--- src/design/seven_segment_number_display_sequencer_macros.svh ---
// assertion macros for the seven-segment display sequencer
// included by the modules that carry concurrent checks; no other dependencies
`ifndef SEVEN_SEGMENT_NUMBER_DISPLAY_SEQUENCER_MACROS_SVH
`define SEVEN_SEGMENT_NUMBER_DISPLAY_SEQUENCER_MACROS_SVH
`ifndef SYNTH
// antecedent implies consequent in the same cycle
`define ASSERT_IMPLIES(label, ck, rn, ante, cons) \
	label: assert property (@(posedge ck) disable iff (!rn) (ante) |-> (cons)) \
		else $error("implication check failed");
// antecedent implies consequent in the next cycle
`define ASSERT_NEXT(label, ck, rn, ante, cons) \
	label: assert property (@(posedge ck) disable iff (!rn) (ante) |=> (cons)) \
		else $error("next-cycle check failed");
// condition never holds
`define ASSERT_NEVER(label, ck, rn, cond) \
	label: assert property (@(posedge ck) disable iff (!rn) !(cond)) \
		else $error("forbidden condition seen");
`else
`define ASSERT_IMPLIES(label, ck, rn, ante, cons)
`define ASSERT_NEXT(label, ck, rn, ante, cons)
`define ASSERT_NEVER(label, ck, rn, cond)
`endif
`endif

--- src/design/ssnds_pkg.sv ---
// shared types, constants and glyph lookup for the display sequencer
// no dependencies; imported by every module of the block
package ssnds_pkg;

	localparam int DIGIT_COUNT = 4;
	localparam int GLYPH_COUNT = 34;
	localparam int QUEUE_DEPTH = 2;

	localparam logic [7:0] BLANK_INDEX  = 8'h20;
	localparam logic [7:0] MINUS_INDEX  = 8'h21;
	localparam logic [7:0] ERROR_INDEX  = 8'h0e;
	localparam logic [7:0] POINT_OFFSET = 8'h10;

	// request kinds
	typedef enum logic [1:0] {
		OP_NUMBER = 2'd0,
		OP_CODES  = 2'd1,
		OP_DIGIT  = 2'd2,
		OP_NONE   = 2'd3
	} op_t;

	// configuration register file
	typedef struct packed {
		logic [2:0] brightness;
		logic [7:0] display_on_base;
		logic [7:0] auto_increment_cmd;
		logic [7:0] fixed_address_cmd;
		logic [7:0] start_address_cmd;
		logic [7:0] set_address_cmd;
	} cfg_t;

	localparam cfg_t CFG_RESET = '{
		brightness:         3'd2,
		display_on_base:    8'h88,
		auto_increment_cmd: 8'h40,
		fixed_address_cmd:  8'h44,
		start_address_cmd:  8'hc0,
		set_address_cmd:    8'hc0
	};

	// one classified request in the queue; idx[0] is the leftmost digit
	typedef struct packed {
		logic                             single;
		logic [2:0]                       position;
		logic [DIGIT_COUNT-1:0][7:0]      idx;
	} entry_t;

	// segment patterns: 0-9, A-F, dotted 0-9, dotted A-F, blank, minus
	localparam logic [7:0] GLYPH_TABLE [GLYPH_COUNT] = '{
		8'h3f, 8'h06, 8'h5b, 8'h4f, 8'h66, 8'h6d, 8'h7d, 8'h07, 8'h7f, 8'h6f,
		8'h77, 8'h7c, 8'h39, 8'h5e, 8'h79, 8'h71,
		8'hbf, 8'h86, 8'hdb, 8'hcf, 8'he6, 8'hed, 8'hfd, 8'h87, 8'hff, 8'hef,
		8'hf7, 8'hfc, 8'hb9, 8'hde, 8'hf9, 8'hf1,
		8'h00, 8'h40
	};

	// index past the table end shows blank
	function automatic logic [7:0] glyph_of(input logic [7:0] idx);
		logic [5:0] sel;
		sel = (idx < 8'(GLYPH_COUNT)) ? idx[5:0] : BLANK_INDEX[5:0];
		return GLYPH_TABLE[sel];
	endfunction

endpackage

--- src/design/ssnds_front.sv ---
// front end: accepts requests, classifies them and formats op 0 numbers
// depends on ssnds_pkg; feeds entries into ssnds_queue
module ssnds_front
	import ssnds_pkg::*;
#(
	parameter int FRACTION_BITS = 16
) (
	input  logic               clk,
	input  logic               arst_n,
	input  logic               in_valid,
	output logic               in_ready,
	input  logic [1:0]         op,
	input  logic signed [31:0] number,
	input  logic [2:0]         decimals,
	input  logic [7:0]         code_a,
	input  logic [7:0]         code_b,
	input  logic [7:0]         code_c,
	input  logic [7:0]         code_d,
	input  logic [2:0]         position,
	input  logic [7:0]         digit_char,
	input  logic               dp_en,
	output logic               push,
	output entry_t             push_entry,
	input  logic               full
);

	localparam int TW         = FRACTION_BITS + 15;
	localparam int PW         = FRACTION_BITS + 39;
	localparam int RW         = 37;
	localparam int BCD_DIGITS = 11;
	localparam int CW         = $clog2(RW);
	localparam logic [PW-1:0] HALF    = PW'(1) << FRACTION_BITS;
	localparam logic [39:0]   LIM_POS = 40'(19999) << FRACTION_BITS;
	localparam logic [39:0]   LIM_NEG = 40'(1999) << FRACTION_BITS;
	localparam logic [7:0] UPPER_A    = 8'h41;
	localparam logic [7:0] UPPER_F    = 8'h46;
	localparam logic [7:0] LOWER_A    = 8'h61;
	localparam logic [7:0] LOWER_F    = 8'h66;
	localparam logic [7:0] UPPER_BIAS = 8'h37;
	localparam logic [7:0] LOWER_BIAS = 8'h57;

	typedef enum logic [2:0] {
		ST_IDLE,
		ST_MUL,
		ST_CONV,
		ST_EVAL,
		ST_PUSH
	} state_t;

	state_t                         state_q;
	logic                           neg_q;
	logic [TW-1:0]                  twom_q;
	logic [PW-1:0]                  prod_q;
	logic [2:0]                     dec_q;
	logic [2:0]                     mcnt_q;
	logic [RW-1:0]                  sr_q;
	logic [BCD_DIGITS-1:0][3:0]     bcd_q;
	logic [CW-1:0]                  cnt_q;
	entry_t                         entry_q;

	logic                           neg_in;
	logic [31:0]                    mag_in;
	logic [32:0]                    twom_in;
	logic [TW-1:0]                  twom_trunc;
	logic                           range_err;
	logic                           take;
	logic [7:0]                     ch_idx;
	entry_t                         direct_entry;
	entry_t                         err_entry;
	logic [PW-1:0]                  prod_x10;
	logic [RW-1:0]                  rounded;
	logic [BCD_DIGITS-1:0][3:0]     bcd_adj;
	logic [4*BCD_DIGITS-1:0]        bcd_flat;
	logic [DIGIT_COUNT-1:0][3:0]    int_dig;
	logic [2:0]                     n_dig;
	logic [2:0]                     lead;
	logic [3:0]                     total;
	logic [3:0]                     span;
	logic                           redo;
	logic [2:0]                     dec_new;
	entry_t                         num_entry;

	// magnitude, doubled, and range check
	assign neg_in     = number[31];
	assign mag_in     = neg_in ? (~number + 32'd1) : number;
	assign twom_in    = {mag_in, 1'b0};
	assign twom_trunc = TW'(twom_in);
	assign range_err  = neg_in ? (40'(twom_in) >= LIM_NEG) : (40'(twom_in) >= LIM_POS);

	assign in_ready = (state_q == ST_IDLE) && !full;
	assign take     = in_valid && in_ready;

	// op 1 and op 2 classification
	always_comb begin
		ch_idx = digit_char;
		if (digit_char inside {[UPPER_A:UPPER_F]}) begin
			ch_idx = digit_char - UPPER_BIAS;
		end else if (digit_char inside {[LOWER_A:LOWER_F]}) begin
			ch_idx = digit_char - LOWER_BIAS;
		end
		if (dp_en) begin
			ch_idx = ch_idx + POINT_OFFSET;
		end
		direct_entry.single   = (op == OP_DIGIT);
		direct_entry.position = position;
		if (op == OP_DIGIT) begin
			direct_entry.idx = {BLANK_INDEX, BLANK_INDEX, BLANK_INDEX, ch_idx};
		end else begin
			direct_entry.idx = {code_d, code_c, code_b, code_a};
		end
	end

	// out of range: blank, blank, blank, E
	always_comb begin
		err_entry          = '0;
		err_entry.single   = 1'b0;
		for (int j = 0; j < DIGIT_COUNT; j++) begin
			err_entry.idx[j] = BLANK_INDEX;
		end
		err_entry.idx[DIGIT_COUNT-1] = ERROR_INDEX;
	end

	// scale by ten and round
	assign prod_x10 = (prod_q << 3) + (prod_q << 1);
	assign rounded  = RW'((prod_q + HALF) >> (FRACTION_BITS + 1));

	// binary to bcd, one bit per cycle
	always_comb begin
		for (int i = 0; i < BCD_DIGITS; i++) begin
			bcd_adj[i] = (bcd_q[i] >= 4'd5) ? (bcd_q[i] + 4'd3) : bcd_q[i];
		end
		bcd_flat = bcd_adj;
	end

	// digit count, width check and right-justified layout
	always_comb begin
		for (int k = 0; k < DIGIT_COUNT; k++) begin
			int_dig[k] = bcd_q[4'(dec_q) + 4'(k)];
		end
		if (int_dig[3] != 4'd0) begin
			n_dig = 3'd4;
		end else if (int_dig[2] != 4'd0) begin
			n_dig = 3'd3;
		end else if (int_dig[1] != 4'd0) begin
			n_dig = 3'd2;
		end else begin
			n_dig = 3'd1;
		end
		lead    = 3'(neg_q) + n_dig;
		total   = 4'(lead) + 4'(dec_q);
		span    = 4'(n_dig) + 4'(dec_q);
		redo    = (total > 4'(DIGIT_COUNT)) && (dec_q != 3'd0);
		dec_new = (lead >= 3'(DIGIT_COUNT)) ? 3'd0 : (3'(DIGIT_COUNT) - lead);
		num_entry          = '0;
		num_entry.single   = 1'b0;
		for (int k = 0; k < DIGIT_COUNT; k++) begin
			if (4'(k) < span) begin
				num_entry.idx[DIGIT_COUNT-1-k] = {4'h0, bcd_q[k]};
				if ((4'(k) == 4'(dec_q)) && (dec_q != 3'd0)) begin
					num_entry.idx[DIGIT_COUNT-1-k] = {4'h0, bcd_q[k]} | POINT_OFFSET;
				end
			end else if ((4'(k) == span) && neg_q) begin
				num_entry.idx[DIGIT_COUNT-1-k] = MINUS_INDEX;
			end else begin
				num_entry.idx[DIGIT_COUNT-1-k] = BLANK_INDEX;
			end
		end
	end

	// queue write
	assign push = (take && ((op == OP_CODES) || (op == OP_DIGIT)))
		|| ((state_q == ST_PUSH) && !full);
	assign push_entry = (state_q == ST_PUSH) ? entry_q : direct_entry;

	// formatter sequence
	always_ff @(posedge clk or negedge arst_n) begin
		if (!arst_n) begin
			state_q <= ST_IDLE;
			mcnt_q  <= '0;
			cnt_q   <= '0;
		end else begin
			case (state_q)
				ST_IDLE: begin
					if (take && (op == OP_NUMBER)) begin
						neg_q  <= neg_in;
						twom_q <= twom_trunc;
						prod_q <= PW'(twom_trunc);
						dec_q  <= decimals;
						mcnt_q <= decimals;
						if (range_err) begin
							entry_q <= err_entry;
							state_q <= ST_PUSH;
						end else begin
							state_q <= ST_MUL;
						end
					end
				end
				ST_MUL: begin
					if (mcnt_q == 3'd0) begin
						sr_q    <= rounded;
						bcd_q   <= '0;
						cnt_q   <= '0;
						state_q <= ST_CONV;
					end else begin
						prod_q <= prod_x10;
						mcnt_q <= mcnt_q - 3'd1;
					end
				end
				ST_CONV: begin
					bcd_q <= {bcd_flat[4*BCD_DIGITS-2:0], sr_q[RW-1]};
					sr_q  <= sr_q << 1;
					cnt_q <= cnt_q + CW'(1);
					if (cnt_q == CW'(RW - 1)) begin
						state_q <= ST_EVAL;
					end
				end
				ST_EVAL: begin
					if (redo) begin
						dec_q   <= dec_new;
						mcnt_q  <= dec_new;
						prod_q  <= PW'(twom_q);
						state_q <= ST_MUL;
					end else begin
						entry_q <= num_entry;
						state_q <= ST_PUSH;
					end
				end
				ST_PUSH: begin
					if (!full) begin
						state_q <= ST_IDLE;
					end
				end
				default: begin
					state_q <= ST_IDLE;
				end
			endcase
		end
	end

endmodule

--- src/design/ssnds_queue.sv ---
// short request queue between the front end and the byte sequencer
// depends on ssnds_pkg and the assertion macro header
`include "seven_segment_number_display_sequencer_macros.svh"
module ssnds_queue
	import ssnds_pkg::*;
(
	input  logic   clk,
	input  logic   arst_n,
	input  logic   push,
	input  entry_t push_entry,
	output logic   full,
	input  logic   pop,
	output entry_t pop_entry,
	output logic   empty
);

	localparam int PTR_W = $clog2(QUEUE_DEPTH);
	localparam int CNT_W = $clog2(QUEUE_DEPTH + 1);

	entry_t             slot_q [QUEUE_DEPTH];
	logic [PTR_W-1:0]   wr_ptr_q;
	logic [PTR_W-1:0]   rd_ptr_q;
	logic [CNT_W-1:0]   count_q;

	assign full      = (count_q == CNT_W'(QUEUE_DEPTH));
	assign empty     = (count_q == '0);
	assign pop_entry = slot_q[rd_ptr_q];

	// entry storage
	always_ff @(posedge clk) begin
		if (push) begin
			slot_q[wr_ptr_q] <= push_entry;
		end
	end

	// pointers and fill count
	always_ff @(posedge clk or negedge arst_n) begin
		if (!arst_n) begin
			wr_ptr_q <= '0;
			rd_ptr_q <= '0;
			count_q  <= '0;
		end else begin
			if (push) begin
				wr_ptr_q <= (wr_ptr_q == PTR_W'(QUEUE_DEPTH - 1)) ? '0 : wr_ptr_q + PTR_W'(1);
			end
			if (pop) begin
				rd_ptr_q <= (rd_ptr_q == PTR_W'(QUEUE_DEPTH - 1)) ? '0 : rd_ptr_q + PTR_W'(1);
			end
			if (push && !pop) begin
				count_q <= count_q + CNT_W'(1);
			end else if (pop && !push) begin
				count_q <= count_q - CNT_W'(1);
			end
		end
	end

	`ASSERT_NEVER(a_no_overflow, clk, arst_n, push && full)
	`ASSERT_NEVER(a_no_underflow, clk, arst_n, pop && empty)
	`ASSERT_NEXT(a_count_up, clk, arst_n, push && !pop, count_q == $past(count_q) + CNT_W'(1))

endmodule

--- src/design/ssnds_back.sv ---
// back end: walks one queued request and emits its command bytes in order
// depends on ssnds_pkg and the assertion macro header
`include "seven_segment_number_display_sequencer_macros.svh"
module ssnds_back
	import ssnds_pkg::*;
(
	input  logic       clk,
	input  logic       arst_n,
	input  cfg_t       cfg,
	input  logic       q_empty,
	input  entry_t     q_entry,
	output logic       q_pop,
	output logic       out_valid,
	input  logic       out_ready,
	output logic [7:0] out_byte,
	output logic       start_before,
	output logic       stop_after,
	output logic       last
);

	localparam int GSEL_W = $clog2(DIGIT_COUNT);
	localparam logic [2:0] STEP_CMD         = 3'd0;
	localparam logic [2:0] STEP_ADDR        = 3'd1;
	localparam logic [2:0] STEP_GLYPH       = 3'd2;
	localparam logic [2:0] STEP_SINGLE_CTRL = 3'd3;
	localparam logic [2:0] STEP_GLYPH_LAST  = 3'(2 + DIGIT_COUNT - 1);
	localparam logic [2:0] STEP_BURST_CTRL  = 3'(2 + DIGIT_COUNT);

	logic        busy_q;
	entry_t      cur_q;
	logic [2:0]  step_q;
	logic        out_valid_q;
	logic [7:0]  out_byte_q;
	logic        out_start_q;
	logic        out_stop_q;
	logic        out_last_q;

	logic        out_free;
	logic        load;
	logic [7:0]  control;
	logic [GSEL_W-1:0] gsel;
	logic [7:0]  nb_byte;
	logic        nb_start;
	logic        nb_stop;
	logic        nb_last;

	assign out_free = !out_valid_q || out_ready;
	assign load     = busy_q && out_free;
	assign q_pop    = !busy_q && !q_empty;
	assign control  = cfg.display_on_base + 8'(cfg.brightness);
	assign gsel     = GSEL_W'(step_q - STEP_GLYPH);

	// next byte of the current request
	always_comb begin
		nb_byte  = control;
		nb_start = 1'b1;
		nb_stop  = 1'b1;
		nb_last  = 1'b0;
		if (cur_q.single) begin
			case (step_q)
				STEP_CMD: begin
					nb_byte = cfg.fixed_address_cmd;
				end
				STEP_ADDR: begin
					nb_byte = cfg.start_address_cmd | {5'b0, cur_q.position};
					nb_stop = 1'b0;
				end
				STEP_GLYPH: begin
					nb_byte  = glyph_of(cur_q.idx[0]);
					nb_start = 1'b0;
				end
				STEP_SINGLE_CTRL: begin
					nb_last = 1'b1;
				end
				default: begin
					nb_last = 1'b1;
				end
			endcase
		end else begin
			case (step_q)
				STEP_CMD: begin
					nb_byte = cfg.auto_increment_cmd;
				end
				STEP_ADDR: begin
					nb_byte = cfg.set_address_cmd;
					nb_stop = 1'b0;
				end
				STEP_BURST_CTRL: begin
					nb_last = 1'b1;
				end
				default: begin
					nb_byte  = glyph_of(cur_q.idx[gsel]);
					nb_start = 1'b0;
					nb_stop  = (step_q == STEP_GLYPH_LAST);
				end
			endcase
		end
	end

	// request walker and output register
	always_ff @(posedge clk or negedge arst_n) begin
		if (!arst_n) begin
			busy_q      <= 1'b0;
			step_q      <= STEP_CMD;
			out_valid_q <= 1'b0;
		end else begin
			if (q_pop) begin
				cur_q  <= q_entry;
				busy_q <= 1'b1;
				step_q <= STEP_CMD;
			end
			if (load) begin
				out_byte_q  <= nb_byte;
				out_start_q <= nb_start;
				out_stop_q  <= nb_stop;
				out_last_q  <= nb_last;
				step_q      <= step_q + 3'd1;
				if (nb_last) begin
					busy_q <= 1'b0;
				end
			end
			if (load) begin
				out_valid_q <= 1'b1;
			end else if (out_ready) begin
				out_valid_q <= 1'b0;
			end
		end
	end

	assign out_valid    = out_valid_q;
	assign out_byte     = out_byte_q;
	assign start_before = out_start_q;
	assign stop_after   = out_stop_q;
	assign last         = out_last_q;

	`ASSERT_IMPLIES(a_last_framed, clk, arst_n, out_valid_q && out_last_q, out_start_q && out_stop_q)
	`ASSERT_IMPLIES(a_busy_ends_on_last, clk, arst_n, $fell(busy_q), $past(load && nb_last))
	`ASSERT_NEXT(a_pop_starts_walk, clk, arst_n, q_pop, busy_q && (step_q == STEP_CMD))

endmodule

--- src/design/seven_segment_number_display_sequencer.sv ---
// top level of the seven-segment display command sequencer
// depends on ssnds_pkg, ssnds_front, ssnds_queue and ssnds_back
//
// channel   direction  carries
// s_axis    in         one request: op in tuser, operands in tdata
// m_axis    out        one command byte, start/stop marks in tuser, tlast on final byte
// cfg       in         register write: cfg_addr selects, cfg_data holds the value
//
// op 1 and op 2 requests are classified and queued as soon as they are taken; op 3 is dropped.
// op 0 runs per formatting pass one multiply by ten per decimal, rounding, a 37-bit bcd
// conversion and a width check that may cut the decimals; up to three passes.
// the byte sequencer pops a request when idle, then sends 7 bytes (4 for op 2)
// at one byte per cycle while m_axis_tready.
// reset clears all control state and loads the register defaults; cfg_ready is always high.
module seven_segment_number_display_sequencer
	import ssnds_pkg::*;
#(
	parameter int FRACTION_BITS = 16
) (
	input  logic        clk,
	input  logic        arst_n,
	input  logic        s_axis_tvalid,
	output logic        s_axis_tready,
	// number[31:0], decimals[34:32], code_a[42:35], code_b[50:43], code_c[58:51],
	// code_d[66:59], position[69:67], digit_char[77:70], dp_en[78], zero[79]
	input  logic [79:0] s_axis_tdata,
	// op[1:0]
	input  logic [1:0]  s_axis_tuser,
	output logic        m_axis_tvalid,
	input  logic        m_axis_tready,
	// out_byte[7:0]
	output logic [7:0]  m_axis_tdata,
	// start_before[0], stop_after[1]
	output logic [1:0]  m_axis_tuser,
	output logic        m_axis_tlast,
	input  logic        cfg_valid,
	output logic        cfg_ready,
	input  logic [2:0]  cfg_addr,
	input  logic [7:0]  cfg_data
);

	typedef enum logic [2:0] {
		REG_BRIGHTNESS      = 3'd0,
		REG_DISPLAY_ON_BASE = 3'd1,
		REG_AUTO_INC        = 3'd2,
		REG_FIXED_ADDR      = 3'd3,
		REG_START_ADDR      = 3'd4,
		REG_SET_ADDR        = 3'd5
	} reg_idx_t;

	cfg_t        cfg_q;
	logic        push;
	entry_t      push_entry;
	logic        full;
	logic        pop;
	entry_t      pop_entry;
	logic        empty;
	logic        start_before;
	logic        stop_after;

	assign cfg_ready = 1'b1;

	// configuration registers
	always_ff @(posedge clk or negedge arst_n) begin
		if (!arst_n) begin
			cfg_q <= CFG_RESET;
		end else if (cfg_valid && cfg_ready) begin
			case (cfg_addr)
				REG_BRIGHTNESS:      cfg_q.brightness         <= cfg_data[2:0];
				REG_DISPLAY_ON_BASE: cfg_q.display_on_base    <= cfg_data;
				REG_AUTO_INC:        cfg_q.auto_increment_cmd <= cfg_data;
				REG_FIXED_ADDR:      cfg_q.fixed_address_cmd  <= cfg_data;
				REG_START_ADDR:      cfg_q.start_address_cmd  <= cfg_data;
				REG_SET_ADDR:        cfg_q.set_address_cmd    <= cfg_data;
				default: begin
				end
			endcase
		end
	end

	// request intake and number formatting
	ssnds_front #(
		.FRACTION_BITS(FRACTION_BITS)
	) u_front (
		.clk        (clk),
		.arst_n     (arst_n),
		.in_valid   (s_axis_tvalid),
		.in_ready   (s_axis_tready),
		.op         (s_axis_tuser),
		.number     ($signed(s_axis_tdata[31:0])),
		.decimals   (s_axis_tdata[34:32]),
		.code_a     (s_axis_tdata[42:35]),
		.code_b     (s_axis_tdata[50:43]),
		.code_c     (s_axis_tdata[58:51]),
		.code_d     (s_axis_tdata[66:59]),
		.position   (s_axis_tdata[69:67]),
		.digit_char (s_axis_tdata[77:70]),
		.dp_en      (s_axis_tdata[78]),
		.push       (push),
		.push_entry (push_entry),
		.full       (full)
	);

	// decoupling queue
	ssnds_queue u_queue (
		.clk        (clk),
		.arst_n     (arst_n),
		.push       (push),
		.push_entry (push_entry),
		.full       (full),
		.pop        (pop),
		.pop_entry  (pop_entry),
		.empty      (empty)
	);

	// byte sequencer
	ssnds_back u_back (
		.clk          (clk),
		.arst_n       (arst_n),
		.cfg          (cfg_q),
		.q_empty      (empty),
		.q_entry      (pop_entry),
		.q_pop        (pop),
		.out_valid    (m_axis_tvalid),
		.out_ready    (m_axis_tready),
		.out_byte     (m_axis_tdata),
		.start_before (start_before),
		.stop_after   (stop_after),
		.last         (m_axis_tlast)
	);

	assign m_axis_tuser = {stop_after, start_before};

endmodule

--- config.mk ---
export PLATFORM = sky130hd
export DESIGN_NAME = seven_segment_number_display_sequencer
export DESIGN_NICKNAME = d
export VERILOG_FILES = /design/src/design/ssnds_pkg.sv /design/src/design/ssnds_front.sv /design/src/design/ssnds_queue.sv /design/src/design/ssnds_back.sv /design/src/design/seven_segment_number_display_sequencer.sv
export VERILOG_INCLUDE_DIRS = /design/src /design/src/design
export SDC_FILE = /design/constraint.sdc
export NUM_CORES = 1
export LEC_CHECK = 0
export ABC_AREA = 1
export BUFFER_PORTS_ARGS = -buffer_cell sky130_fd_sc_hd__buf_2
export CELL_PAD_IN_SITES_DETAIL_PLACEMENT = 0
export CELL_PAD_IN_SITES_GLOBAL_PLACEMENT = 1
export CORE_ASPECT_RATIO = 0.8
export CORE_MARGIN = 2
export CORE_UTILIZATION = 51
export CTS_CLUSTER_SIZE = 16
export DETAILED_ROUTE_END_ITERATION = 8
export PLACE_DENSITY_LB_ADDON = 0.1
export SLEW_MARGIN = 20
export SYNTH_ARGS = -nofsm -noshare
export SYNTH_HDL_FRONTEND = slang
export SYNTH_SLANG_ARGS = --single-unit
--- constraint.sdc ---
create_clock -name clk -period 14.49 [get_ports clk]
set_input_delay 1.449 -clock clk [delete_from_list [all_inputs] [get_ports clk]]
set_output_delay 1.449 -clock clk [all_outputs]
set_load 0.02 [all_outputs]
======== Yosys cells after proc, flatten, opt, wreduce, memory -nomap -nowiden ========
Memories as Yosys holds them, arrays and structs flattened. A register that Yosys moved wholly into a read port is not among the register bits.
Index checks and enable logic that the tools add are counted.
storage, ports and cells
  memory bits (writable) .................. 72
  memory bits (read-only) ................. 1024
  input port bits ......................... 98
  register bits after elaboration ......... 280
  memories ................................ 3
  logic and storage cells ................. 308
operators by class
  $lt $le $gt $ge ......................... 31
  add/sub/neg operators ................... 33
  muxes and demuxes ....................... 99
  equal/unequal tests ..................... 31
  reduce and logical (&&, ||, !) cells .... 66
  bitwise gates (word level) .............. 4
memory list
  name              words  width  rd ports  clocked after Yosys merged registers in  wr ports  line               text
  (name not given)  64     8      1         0                                        0         ssnds_pkg.sv:61    return GLYPH_TABLE[sel];
  (name not given)  64     8      1         0                                        0         ssnds_pkg.sv:61
  u_queue.slot_q    2      36     1         1                                        1         ssnds_queue.sv:20  entry_t slot_q [QUEUE_DEPTH];
operator list
  operator                count
  $mux 54                 3
  $pmux 54 s3             1
  $mux 36                 4
  $mux 8                  13
  $pmux 44 s2             1
  $pmux 37 s2             1
  $pmux 36 s2             1
  $mux 32                 2
  $add 54x17->54 const B  1
  $add 54x54->54          1
  $mux 4                  13
  $bmux 4 s4              3
  $pmux 8 s3              2
  $ge 4x3->1 const B      11
  $mux 44                 1
  $mux 3                  14
  $add 4x2->4 const B     10
  $mux 37                 1
  $ge 33x27->1 const B    1
  $ge 33x31->1 const B    1
  $add 32x1->32 const B   1
  $not 32->32             1
  $mux 1                  22
  $logic_and 1x1->1       20
  64 further kinds        135

======== Depth between registers and ports, before layout ========
Gate-level depths: netlist (run 1).
  depth after elaboration ................. 14
  depth in mapped cells ................... 26
  mapped depth without buffers ............ 25

======== Hierarchy ========
A second synthesis (run 1) with hierarchy kept.
second synthesis, totals
  cell total of the unflattened synthesis .. 2892
  area, all modules ....................... 24240.7 um^2
modules (own cells, without submodules)
  module                                  instances  sequential area each (um^2)  cells each  area each (um^2)
  ssnds_front                             1          6035.8                       2122        15932.8
  ssnds_back                              1          1536.5                       432         3558.4
  ssnds_queue                             1          2262.2                       137         2954.1
  seven_segment_number_display_sequencer  1          1088.5                       201         1795.5

======== Worst setup path before layout (run 1) ========
OpenSTA, ideal clock, no wires.
  path type ............................... reg2reg
  from .................................... reg u_front.dec_q[0]
  to ...................................... reg u_front.prod_q[10] (enable)
  arrival ................................. 5633 ps
  stages on the path, launching flop included .. 22
  setup slack ............................. 8393 ps
  required time ........................... 14026 ps
  library setup time ...................... 464 ps
  cells stage by stage .................... edfxtp_1 clkinv_1 ha_1 clkbuf_1 inv_1 a21oi_1 o21ai_0 nand2_1 nand3_1 inv_1 a21oi_1 ha_1 ha_1 inv_1 fa_1 inv_1 o22ai_1 o221ai_1 nand2_1 nand2_1 nand2_1 nor2_1
between the ends
  cells in the longest elaborated chain, start to end .. 13
RTL lines
  element                              line                text
  from (decl)                          ssnds_front.sv:54   logic [2:0] dec_q;
  from (signal assigned)               ssnds_front.sv:188  dec_q <= decimals;
  from (signal assigned)               ssnds_front.sv:219  dec_q <= dec_new;
  $add 3x1->4                          ssnds_front.sv:138  int_dig[k] = bcd_q[4'(dec_q) + 4'(k)];
  $bmux 4 s4                           ssnds_front.sv:138
  $mux 4 (implied by the code)         ssnds_front.sv:138
  $reduce_bool 4->1                    ssnds_front.sv:144  end else if (int_dig[1] != 4'd0) begin
  $mux 2                               ssnds_front.sv:144
  $mux 2                               ssnds_front.sv:142  end else if (int_dig[2] != 4'd0) begin
  $mux 3                               ssnds_front.sv:140  if (int_dig[3] != 4'd0) begin
  $add 1x3->3                          ssnds_front.sv:149  lead = 3'(neg_q) + n_dig;
  $add 3x3->4                          ssnds_front.sv:150  total = 4'(lead) + 4'(dec_q);
  $gt 4x3->1                           ssnds_front.sv:152  redo = (total > 4'(DIGIT_COUNT)) && (dec_q != 3'd0);
  $logic_and 1x1->1 *                  ssnds_front.sv:152
  $ne 2x1->1 (no source line) *        --
  $reduce_and 5->1 (no source line) *  --
  to (signal assigned)                 ssnds_front.sv:187  prod_q <= PW'(twom_trunc);
  to (signal assigned)                 ssnds_front.sv:205  prod_q <= prod_x10;
  to (signal assigned)                 ssnds_front.sv:221  prod_q <= PW'(twom_q);
  to (decl)                            ssnds_front.sv:53   logic [PW-1:0] prod_q;
Every way passes the cells marked *; elsewhere a longest branch is shown, timed or not. The select of a mux whose other input is x is not followed.
A chain may end at the register's enable or synchronous reset.

======== Worst setup path in the final report (run 1) ========
  from .................................... reg u_front.dec_q[0]
  to ...................................... reg u_front.prod_q[43] (enable)
The elaborated chain is that of the path after synthesis.

==> results of run 1 <==
==> per-layer routing <==
layer / up-vias / GRT usage (%) / routed length (um)
met4: 0 / 5.01 / 1020
met1: 9041 / 34.9 / 27000
met5: - / 0 / 0
li1: 9541 / - / -
met3: 71 / 2.53 / 2280
met2: 422 / 41.6 / 27300
==> metrics by stage <==
stage          hold slack, ps  setup slack, ps
2_1_floorplan             446             8390
3_3_place_gp              463             9270
3_5_place_dp              466             9350
4_1_cts                   484             9330
5_1_grt                   511             8950
6_report                  484             9290
==> power groups by stage <==
stage	clock (mW)	sequential (mW)	combinational (mW)
after floorplan	0	1.64	1.30
after global placement	0	1.67	1.77
after detailed placement	0	1.67	1.80
after CTS	1.02	1.65	1.80
after global routing	1.06	1.68	2.06
final	1.00	1.65	1.81
==> synth_stat cells, types with 22 or more instances <==
cell,instances,area share (%)
nor3_1,38,0.83
nor2_1,275,4.5
clkbuf_1,46,0.75
nand3_1,116,2.5
edfxtp_1,310,41
o21ai_0,256,5.6
dfrtp_1,54,5.9
nand2_1,703,12
xor2_1,54,2.1
nand4_1,31,0.85
inv_1,309,5.1
xnor2_1,22,0.84
a21oi_1,174,3.8
ha_1,120,6.5
o211ai_1,23,0.75
==> cells by family after synthesis <==
logic type	synth area share [%]
and+or+nand+nor	22.4
DFF	47.6
AOI/OAI and AO/OA	13.7
buffers and inverters	6.34
muxes	0.0873
adders and majority gates	6.90
other	0.0164
xor gates and xnor gates	2.90
==> cells in the final DEF (no fill, tap or decap), types with 12 or more instances in the layout <==
cell type  netlist  layout
a21oi_1        174     173
a22o_1          15      15
a31oi_1         13      13
buf_2            4     109
buf_4            4      15
clkbuf_16        0      39
dfrtp_1         54      54
edfxtp_1       310     310
ha_1           120     120
inv_1          309     309
nand2_1        703     703
nand2_2         13      13
nand3_1        116     116
nand4_1         31      31
nor2_1         275     267
nor3_1          38      38
nor4_1          12      12
o211ai_1        23      23
o21ai_0        256     256
xnor2_1         22      22
xor2_1          54      54
==> sequential cells by signal, indices dropped and copies added (netlist names), 2 cells and up <==
register / flops
u_queue.slot_q: 72
u_front.prod_q: 53
u_front.bcd_q: 44
cfg_q: 43
u_front.sr_q: 37
u_back.cur_q: 36
u_front.twom_q: 30
u_front.entry_q: 23
u_back.out_byte: 8
u_front.cnt_q: 6
u_back.step_q: 3
u_front.dec_q: 3
u_front.mcnt_q: 3
u_front.state_q: 3
u_queue.count_q: 2
==> how the worst max path moves through the flow <==
stage | depth (start not counted) | endpoint | start | slack (ps)
2_1_floorplan | 21 | u_front.prod_q[10]$_DFFE_PP_ | u_front.dec_q[0]$_DFFE_PP_ | 8390
3_3_place_gp | 22 | u_front.entry_q[18]$_SDFFCE_PP0P_ | u_front.dec_q[0]$_DFFE_PP_ | 9270
4_1_cts | 22 | u_front.prod_q[43]$_DFFE_PP_ | u_front.dec_q[0]$_DFFE_PP_ | 9330
5_1_grt | 21 | u_front.prod_q[43]$_DFFE_PP_ | u_front.dec_q[0]$_DFFE_PP_ | 8950
6_report | 22 | u_front.prod_q[43]$_DFFE_PP_ | u_front.dec_q[0]$_DFFE_PP_ | 9290
3_5_place_dp | 22 | u_front.prod_q[43]$_DFFE_PP_ | u_front.dec_q[0]$_DFFE_PP_ | 9350
==> worst min-delay path, cell delays in order (launching register included) <==
cell and delay, ps:
dfrtp_1 340, nand2_1 50, o21ai_0 60
==> final cells by class <==
cell class / count / area (um2)
sequential: 374 / 10900
clock inverter: 24 / 270
inverter: 321 / 1200
multi-input combinational: 1993 / 10600
timing repair buffer: 126 / 706
tap: 603 / 754
clock buffer: 46 / 1000
fill: 4120 / 18900
==> results.py, run 1 <==
metrics = {
    "floorplanning": {
        "start_util_pct": 51.7,
        "io_pins": 112,
        "die_y_um": 194,
        "core_um2": 44400,
        "die_w_um": 241,
        "row_count": 69,
        "die_area_um2": 46700,
    },
    "cts": {
        "htreeDepth": 2,
        "cts_made_buffers": 39,
        "numClockSinks": 374,
        "cts_buffer_depth": 3,
        "clkTransAtPathRegs_ps": 60,
        "ctsResizeCount": 0,
        "insertion_delay_ps": 570,
        "cts_tree": "done",
        "cts_root_buf": "clkbuf_16",
        "post_cts_buffers": 0,
        "hold_buffers": 0,
    },
    "worst_setup_path": {
        "reg2reg_slack_ps": 9290,
        "cp.required_ps": 14660,
        "cp_cell_sequence": "buf_4, clkinv_1, ha_1, inv_1, a21oi_1, o21ai_0, nand2_1, nand3_1, inv_1, a21oi_1, ha_1, ha_1, inv_1, fa_1, inv_1, o22ai_1, o221ai_1, nand2_1, nand2_1, nand2_1, nor2_4, buf_4",
        "worst_setup_path_start_kind": "register",
        "cp_data_arrival_time_ps": 5370,
        "rr_startpoint": "u_front.dec_q[0]$_DFFE_PP_",
        "rr_endpoint": "u_front.prod_q[43]$_DFFE_PP_",
        "path_buf_inv": 7,
        "crit_fanout": 53,
        "ff2ff_path_depth": 22,
        "crit_type": "reg2reg",
        "cpMaxStageDelayCell": "buf_4",
        "slowest_delay_ps": 590,
        "worstSetupEndpointType": "register",
        "critPathTopFamily": "buffers and inverters",
    },
    "sta": {
        "skew_ps": 27.6,
        "drv_slew": 0,
        "worst_pin_slew_ps": 953,
        "fin_crit_ps": 5200,
        "setup_violations": 0,
        "max_freq_mhz": 192,
        "hold_violations": 0,
        "rsz0062_at_grt": "no",
        "fin_crit_sh_pct": 35.9,
        "slew_headroom_pct": 36.5,
        "setup_tns_ps": 0,
    },
    "route": {
        "vias_per_cell": 5.47,
        "first_pass_iters": 6,
        "ant_nets": 0,
        "first_iter_violations": 1548,
        "vias": 19100,
        "wl_um": 57600,
        "drc": 0,
        "avgRoutedWirePerCell_um": 16.5,
    },
    "power_and_ir_drop": {
        "clkPwrFrac_pct": 22.4,
        "p_int_mw": 2.63,
        "vdd_drop_max_uv": 106,
        "power_frac_comb_pct": 40.6,
        "p_sw_share_pct": 41.1,
        "power.leakage_nw": 10.8,
        "power_mw": 4.47,
        "switchingPower_mw": 1.84,
        "pwr_density_cell_nw_per_um2": 175,
        "seq_power_share_pct": 37.0,
    },
    "global_route": {
        "grt_pass1_vias": 18300,
        "gr-total-overflow": 0,
        "grtUsageTotal_pct": 24.8,
        "grt_max_degree": 90,
        "antenna_found_initial": 0,
        "grt_pass1_wl_um": 93700,
    },
    "yosys": {
        "async_reset_ff_share_pct": 17.1,
        "syn-instance-count": 2747,
        "yosys.cell_types.count": 62,
        "syn_nets": 2969,
        "syn_area_per_cell_um2": 8.35,
        "ys_seq_area_share_pct": 47.6,
        "synthFlopType": "edfxtp_1",
        "yosysWarnings": 0,
        "synth_seq_cells": 374,
        "synth_area_um2": 22900,
        "synth_edf_count": 310,
    },
    "outcome": {
        "outcome": "finished clean",
    },
    "finish": {
        "n_antenna_cell": 0,
        "final_nets": 3077,
        "final_cells": 3487,
        "drive_gt1_share_pct": 8.88,
        "final_util_pct": 57.4,
        "fin_area_um2": 25500,
        "area_growth_pct": 11.1,
    },
    "place": {
        "numPlacedInstances": 3415,
        "placed_area_um2": 24200,
        "port_buffers": 109,
        "place_congestion": 0.932,
        "dp_hpwl_um": 42400,
    },
    "run": {
        "max-cap-violations": 0,
    },
    "min_path": {
        "hold-path-cell-count": 2,
        "min_from": "cfg_q[3]$_DFFE_PN0P_",
        "hp-class": "reg2reg",
        "worstHoldEndpoint": "cfg_q[3]$_DFFE_PN0P_",
    },
}
(Power assumes the default switching activity.)
==> run 2: changes to the inputs <==
Settings changed: ABC_AREA 1 to 0, CORE_UTILIZATION 51 to 45.
Clock period 14.49 ns to 4.4 ns, I/O delays scaled along.
==> run 2 against run 1 <==
  * The run now ends with negative setup slack left
  * Total power rose to 3.3 times the previous value
  * Maximum frequency up 18%
  * Non-clock buffer count up 102
  * Hold slack worse by 370 ps
  * Cell count down 13%
  * Sequential power rose to 3.3 times the previous value
  * Combinational power rose to 3.3 times the previous value
  * Routed wire length down 4.1%
  * Sequential share of layout area down 1.2 points
  * First-iteration DRC count down 20%
  * Die area up 11%
==> results.py, run 2 <==
metrics = {
    "sta": {
        "fin_hold_ws_ps": 116,
        "worst_pin_slew_ps": 930,
        "fin_crit_ps": 4410,
        "setup_ws_ps": -12.3,
        "fin_crit_sh_pct": 100,
        "hold_violations": 0,
        "rsz0062_at_grt": "yes",
        "setup_violations": 16,
        "slew_headroom_pct": 37.6,
        "skew_ps": 22.5,
        "max_freq_mhz": 227,
        "drv_slew": 0,
        "setup_tns_ps": -128,
    },
    "yosys": {
        "synth_area_um2": 22500,
        "synth.largest_area_cell": "edfxtp_1",
        "ys_seq_area_share_pct": 48.5,
        "yosys.cell_types.count": 87,
        "synth_edf_count": 310,
        "syn_nets": 2368,
        "syn_area_per_cell_um2": 10.5,
        "synthTopCellsByCount": "edfxtp_1 (310), nand2_1 (210), nor2_1 (168)",
        "synthFlopType": "edfxtp_1",
        "syn-instance-count": 2146,
        "async_reset_ff_share_pct": 17.1,
        "yosysMostFrequentCell": "edfxtp_1",
        "synth_seq_cells": 374,
        "yosys-top-cells-area": "edfxtp_1 (41%), ha_1 (6.7%), dfrtp_1 (6.0%)",
        "yosysWarnings": 0,
        "synth_top_area_share_pct": 41.3,
    },
    "worst_setup_path": {
        "slowest_delay_ps": 550,
        "worst_setup_path_start_kind": "register",
        "cp.required_ps": 4680,
        "cpMaxStageDelayCell": "or4_4",
        "rr_startpoint": "u_front.bcd_q[41]$_SDFFCE_PN0P_",
        "critPathLaunch": "u_front.bcd_q[41]$_SDFFCE_PN0P_",
        "critPathTopFamily": "compound AO/OA/AOI/OAI gates",
        "crit_fanout": 9,
        "worstSetupEndpointType": "register",
        "path_buf_inv": 4,
        "cp_cell_sequence": "or4_4, or2_0, a311oi_2, o32ai_4, nor2b_4, ha_4, ha_4, inv_2, fa_2, inv_2, o21ai_2, a21oi_2, nand2_1, a2111o_1, nor2_4, buf_12, clkbuf_16",
        "cp_data_arrival_time_ps": 4700,
        "crit_type": "reg2reg",
    },
    "outcome": {
        "violations": "negative setup slack",
        "outcome": "complete, but fails checks",
    },
    "finish": {
        "largest_reg_flops": 72,
        "final_cell_mix": "edfxtp_1 (310), nand2_1 (210), nor2_1 (166), o21ai_0 (148), a21oi_1 (144)",
        "final_util_pct": 52.8,
        "fill_cells": 4394,
        "multi_input_area_um2": 11200,
        "drive_gt1_share_pct": 19.7,
        "top_register": "u_queue.slot_q",
        "top_regs": "u_queue.slot_q: 72 flops, u_front.prod_q: 53 flops, u_front.bcd_q: 44 flops",
        "layout_commonest_cell": "edfxtp_1",
        "area_growth_pct": 16.3,
        "final_nets": 2541,
        "seq_area_um2": 10900,
    },
    "route": {
        "avgRoutedWirePerCell_um": 18.2,
        "ant_nets": 0,
        "vias": 16800,
        "first_iter_violations": 1239,
        "vias_per_cell": 5.54,
        "first_pass_iters": 5,
        "wl_um": 55300,
        "drc": 0,
    },
    "power_and_ir_drop": {
        "seq_power_share_pct": 36.8,
        "clkPwrFrac_pct": 23.1,
        "switchingPower_mw": 5.43,
        "p_sw_share_pct": 36.9,
        "p_int_mw": 9.26,
        "power_frac_comb_pct": 40.1,
        "power.leakage_nw": 9.78,
        "vdd_drop_max_uv": 347,
        "pwr_density_cell_nw_per_um2": 560,
        "power_mw": 14.7,
    },
    "place": {
        "pre_cts_ws_ps": -243,
        "port_buffers": 109,
        "place_congestion": 0.845,
        "dp_hpwl_um": 39000,
    },
    "cts": {
        "cts_tree": "done",
        "cts_root_buf": "clkbuf_16",
        "insertion_delay_ps": 580,
        "cts_made_buffers": 41,
        "cts_buffer_depth": 3,
        "numClockSinks": 374,
        "clkTransAtPathRegs_ps": 60,
        "htreeDepth": 2,
    },
    "global_route": {
        "grtUsageTotal_pct": 21.2,
        "gr-total-overflow": 0,
        "grt_max_degree": 76,
        "grt_pass1_vias": 16200,
        "antenna_found_initial": 3,
        "grt_pass1_wl_um": 87500,
    },
    "floorplanning": {
        "start_util_pct": 45.4,
        "core_um2": 49600,
        "die_area_um2": 51900,
        "io_pins": 112,
        "die_w_um": 254,
        "die_y_um": 204,
        "row_count": 73,
    },
    "run": {
        "max-cap-violations": 0,
    },
    "min_path": {
        "hp-class": "in2reg",
        "min_from": "s_axis_tdata[0]",
    },
}
-- run 2: path summary, 6_finish.rpt --
check	endpoint	slack, ps	cells past startpoint
worst max-delay path	u_front.prod_q[5]$_DFFE_PP_	-10	17
min in group asynchronous	u_front.cnt_q[2]$_DFFE_PN0P_	400	2
worst min-delay path	u_front.twom_q[1]$_DFFE_PP_	120	1
worst min register to register	u_front.mcnt_q[1]$_DFFE_PN0P_	500	2
worst max register to register	u_front.prod_q[5]$_DFFE_PP_	-10	17
max in group asynchronous	cfg_q[25]$_DFFE_PN0P_	2990	3
-- run 2: power by group through the flow --
stage,combinational (mW),sequential [mW],clock [mW]
detailed placement,5.68,5.46,0
CTS,5.73,5.39,3.48
global route,6.58,5.48,3.60
global placement,5.62,5.44,0
floorplan,4.20,5.29,0
finish,5.89,5.40,3.39
-- run 2: layout make-up --
class                           instances  share of cell area [%]
Timing Repair Buffer                  228                    6.06
Inverter                               80                    1.16
Antenna cell                            2                  0.0191
Clock inverter                         23                   0.740
Multi-Input combinational cell       1594                    42.8
Sequential cell                       374                    41.7
Tap cell                              675                    3.22
Clock buffer                           53                    4.29
-- run 2: kinds of logic (layout without fill, tap and decap cells) --
group                    count (synthesis)  count (layout)  share of synthesized area [%]
flip-flops                             374             374                           48.5
buffers and inverters                  179             384                           3.11
AND/OR/NAND/NOR                        692             692                           15.0
multiplexers                           126             126                           6.72
AO/OA/AOI/OAI                          508             509                           14.1
XOR/XNOR                               142             142                           5.52
adder cells (fa/ha/maj)                124             124                           7.02
other                                    1               3                         0.0166
-- run 2: worst reg2reg max path, cell delays in order (launching register included) --
cell and delay [ps]:
edfxtp_1 390, or4_4 550, or2_0 250, a311oi_2 370, o32ai_4 150, nor2b_4 160, ha_4 230, ha_4 160
inv_2 50, fa_2 430, inv_2 70, o21ai_2 50, a21oi_2 180, nand2_1 90, a2111o_1 480, nor2_4 140
buf_12 190, clkbuf_16 190
-- run 2: layer usage --
metal	global-route usage [%]	up-vias	share of wire, %
li1	-	8282	-
met1	31.8	8039	50
met2	32.3	392	44
met3	2.99	57	4.9
met4	4.92	0	1.5
met5	0	-	0
-- run 2: through the flow --
stage | area (um2) | std cells
after global placement | 24500 | 2933
final | 26200 | 3029
after global routing | 26200 | 3027
after CTS | 25800 | 3011
after detailed placement | 24500 | 2933
after floorplan | 22700 | 2146
-- run 2: repair_timing --
action	in CTS	in global routing
hold endpoints to repair	12	0
pin swaps	1	17
endpoints found under the setup margin	77	82
setup buffers	1	10
gates resized for setup	1	25
hold buffers	1	0
gates cloned	0	6
==> run 3: changes to the inputs <==
Settings changed: CORE_UTILIZATION 45 to 54.
Clock period 4.4 ns to 5.6 ns, I/O delays scaled along.
==> run 3 against run 2 <==
  * The run now ends clean
  * Sequential power decreased by 21%
  * Critical path depth unchanged
  * Register-to-register slack improved by 530 ps
  * Hold slack improved by 91 ps
  * Global-route usage increased by 2.6 points
  * Combinational power decreased by 27%
  * Routed wire length decreased by 7.5%
  * Clock-buffer cell count decreased by 1
  * Non-clock buffer count decreased by 92
  * Sequential cell count unchanged
  * Sequential share of layout area increased by 2.0 points
  * Critical path type unchanged
  * Largest cell class unchanged
  * Largest power group unchanged
==> results.py, run 3 (synthesis gave the netlist of run 2 again) <==
metrics = {
    "sta": {
        "hold_violations": 0,
        "max_freq_mhz": 197,
        "slew_headroom_pct": 37.7,
        "setup_violations": 0,
        "fin_hold_ws_ps": 207,
        "rsz0062_at_grt": "no",
        "worst_pin_slew_ps": 927,
        "fin_crit_ps": 5090,
        "skew_ps": 16.0,
        "setup_tns_ps": 0,
        "drv_slew": 0,
        "fin_crit_sh_pct": 90.8,
    },
    "finish": {
        "largest_reg_flops": 72,
        "top_regs": "u_queue.slot_q: 72 flops, u_front.prod_q: 53 flops, u_front.bcd_q: 44 flops",
        "top_register": "u_queue.slot_q",
        "seq_area_um2": 10900,
        "area_growth_pct": 10.9,
        "n_antenna_cell": 0,
        "fill_cells": 3409,
        "final_cells": 2799,
        "layout_commonest_cell": "edfxtp_1",
        "fin_area_um2": 25000,
        "final_cell_mix": "edfxtp_1 (310), nand2_1 (210), nor2_1 (166), o21ai_0 (149), a21oi_1 (145)",
        "multi_input_area_um2": 11000,
        "final_nets": 2447,
        "drive_gt1_share_pct": 14.9,
    },
    "power_and_ir_drop": {
        "vdd_drop_max_uv": 239,
        "power_mw": 11.2,
        "power.leakage_nw": 9.26,
        "pwr_density_cell_nw_per_um2": 448,
    },
    "global_route": {
        "gr-total-overflow": 0,
        "grt_max_degree": 76,
        "grtUsageTotal_pct": 23.7,
        "antenna_found_initial": 0,
        "grt_pass1_vias": 16000,
        "grt_pass1_wl_um": 83600,
    },
    "worst_setup_path": {
        "cp.required_ps": 5820,
        "rr_endpoint": "u_front.prod_q[1]$_DFFE_PP_",
        "crit_type": "reg2reg",
        "crit_fanout": 53,
        "reg2reg_slack_ps": 510,
        "path_buf_inv": 2,
        "cpMaxStageDelayCell": "a2111o_1",
        "cp_cell_sequence": "inv_1, ha_1, mux4_2, and2_1, o32ai_2, nor2b_1, ha_1, ha_1, xor2_2, ha_1, xnor2_1, o21ai_0, a21oi_1, nand2_1, a2111o_1, nor2_4, buf_12",
        "ff2ff_path_depth": 17,
        "path_common_cell": "ha_1",
        "worstSetupEndpointType": "register",
        "slowest_delay_ps": 560,
        "rr_startpoint": "u_front.dec_q[1]$_DFFE_PP_",
        "cp_data_arrival_time_ps": 5310,
        "worst_setup_path_start_kind": "register",
        "critPathTopFamily": "compound AO/OA/AOI/OAI gates",
    },
    "place": {
        "dp_hpwl_um": 36300,
        "port_buffers": 109,
        "placed_area_um2": 23600,
        "numPlacedInstances": 2726,
        "place_congestion": 0.908,
    },
    "run": {
        "max-cap-violations": 0,
    },
    "outcome": {
        "outcome": "finished clean",
    },
    "cts": {
        "insertion_delay_ps": 560,
        "numClockSinks": 374,
        "cts_tree": "done",
        "ctsResizeCount": 0,
        "cts_buffer_depth": 3,
        "cts_root_buf": "clkbuf_16",
        "clkTransAtPathRegs_ps": 60,
        "htreeDepth": 2,
        "cts_made_buffers": 40,
        "post_cts_buffers": 0,
        "hold_buffers": 0,
    },
    "floorplanning": {
        "row_count": 66,
        "die_area_um2": 43400,
        "core_um2": 40900,
        "die_w_um": 232,
        "start_util_pct": 55.1,
        "io_pins": 112,
        "die_y_um": 187,
    },
    "min_path": {
        "hp-class": "in2async",
    },
    "route": {
        "wl_um": 51100,
        "first_pass_iters": 5,
        "ant_nets": 0,
        "vias": 16400,
        "first_iter_violations": 1300,
        "vias_per_cell": 5.85,
        "drc": 0,
        "avgRoutedWirePerCell_um": 18.3,
    },
}
[run 3: cell types whose count changed in the layout (fill, tap and decap cells not counted), sizes merged, moves of 2 or more]
cell	delta
buf	-87
bufinv	+2
clkbuf	-5
diode	-2
clkinv	-5
[run 3: worst max path at each step]
stage,from,end,slack [ps],cells after the start
global placement,u_front.dec_q[1]$_DFFE_PP_,u_front.prod_q[4]$_DFFE_PP_,590,17
CTS,u_front.dec_q[1]$_DFFE_PP_,u_front.prod_q[4]$_DFFE_PP_,470,17
detailed placement,u_front.dec_q[1]$_DFFE_PP_,u_front.prod_q[3]$_DFFE_PP_,490,17
global route,u_front.dec_q[1]$_DFFE_PP_,u_front.prod_q[24]$_DFFE_PP_,160,17
finish,u_front.dec_q[1]$_DFFE_PP_,u_front.prod_q[1]$_DFFE_PP_,510,17
floorplan,u_front.dec_q[0]$_DFFE_PP_,u_front.prod_q[10]$_DFFE_PP_,110,18
[run 3: stage by stage]
step	worst slack, ps	util (%)
after detailed placement	489	57.9
after global placement	588	57.9
after CTS	466	61.0
after global routing	155	61.1
after floorplan	113	-
final	514	61.1
[run 3: cell type report]
| type | count | area share (%) |
|---|---|---|
| well taps | 544 | 2.72 |
| multi-input cells | 1593 | 43.9 |
| clock buffers | 52 | 4.31 |
| inverters | 80 | 1.20 |
| repair buffers | 136 | 3.17 |
| flip-flops and latches | 374 | 43.7 |
| clock inverters | 20 | 0.916 |
[run 3: where the power goes]
group | internal (mW) | total, mW | switching (mW)
registers | 3.83 | 4.24 | 0.409
clock network | 1.55 | 2.66 | 1.10
logic | 1.71 | 4.29 | 2.58
[run 3: per-layer routing]
layer,part of all wire (%),vias up,track usage (%)
met2,46,381,37.6
met5,0,-,0
met3,4.6,58,3.04
li1,-,8077,-
met4,1.5,0,5.18
met1,48,7867,34.9
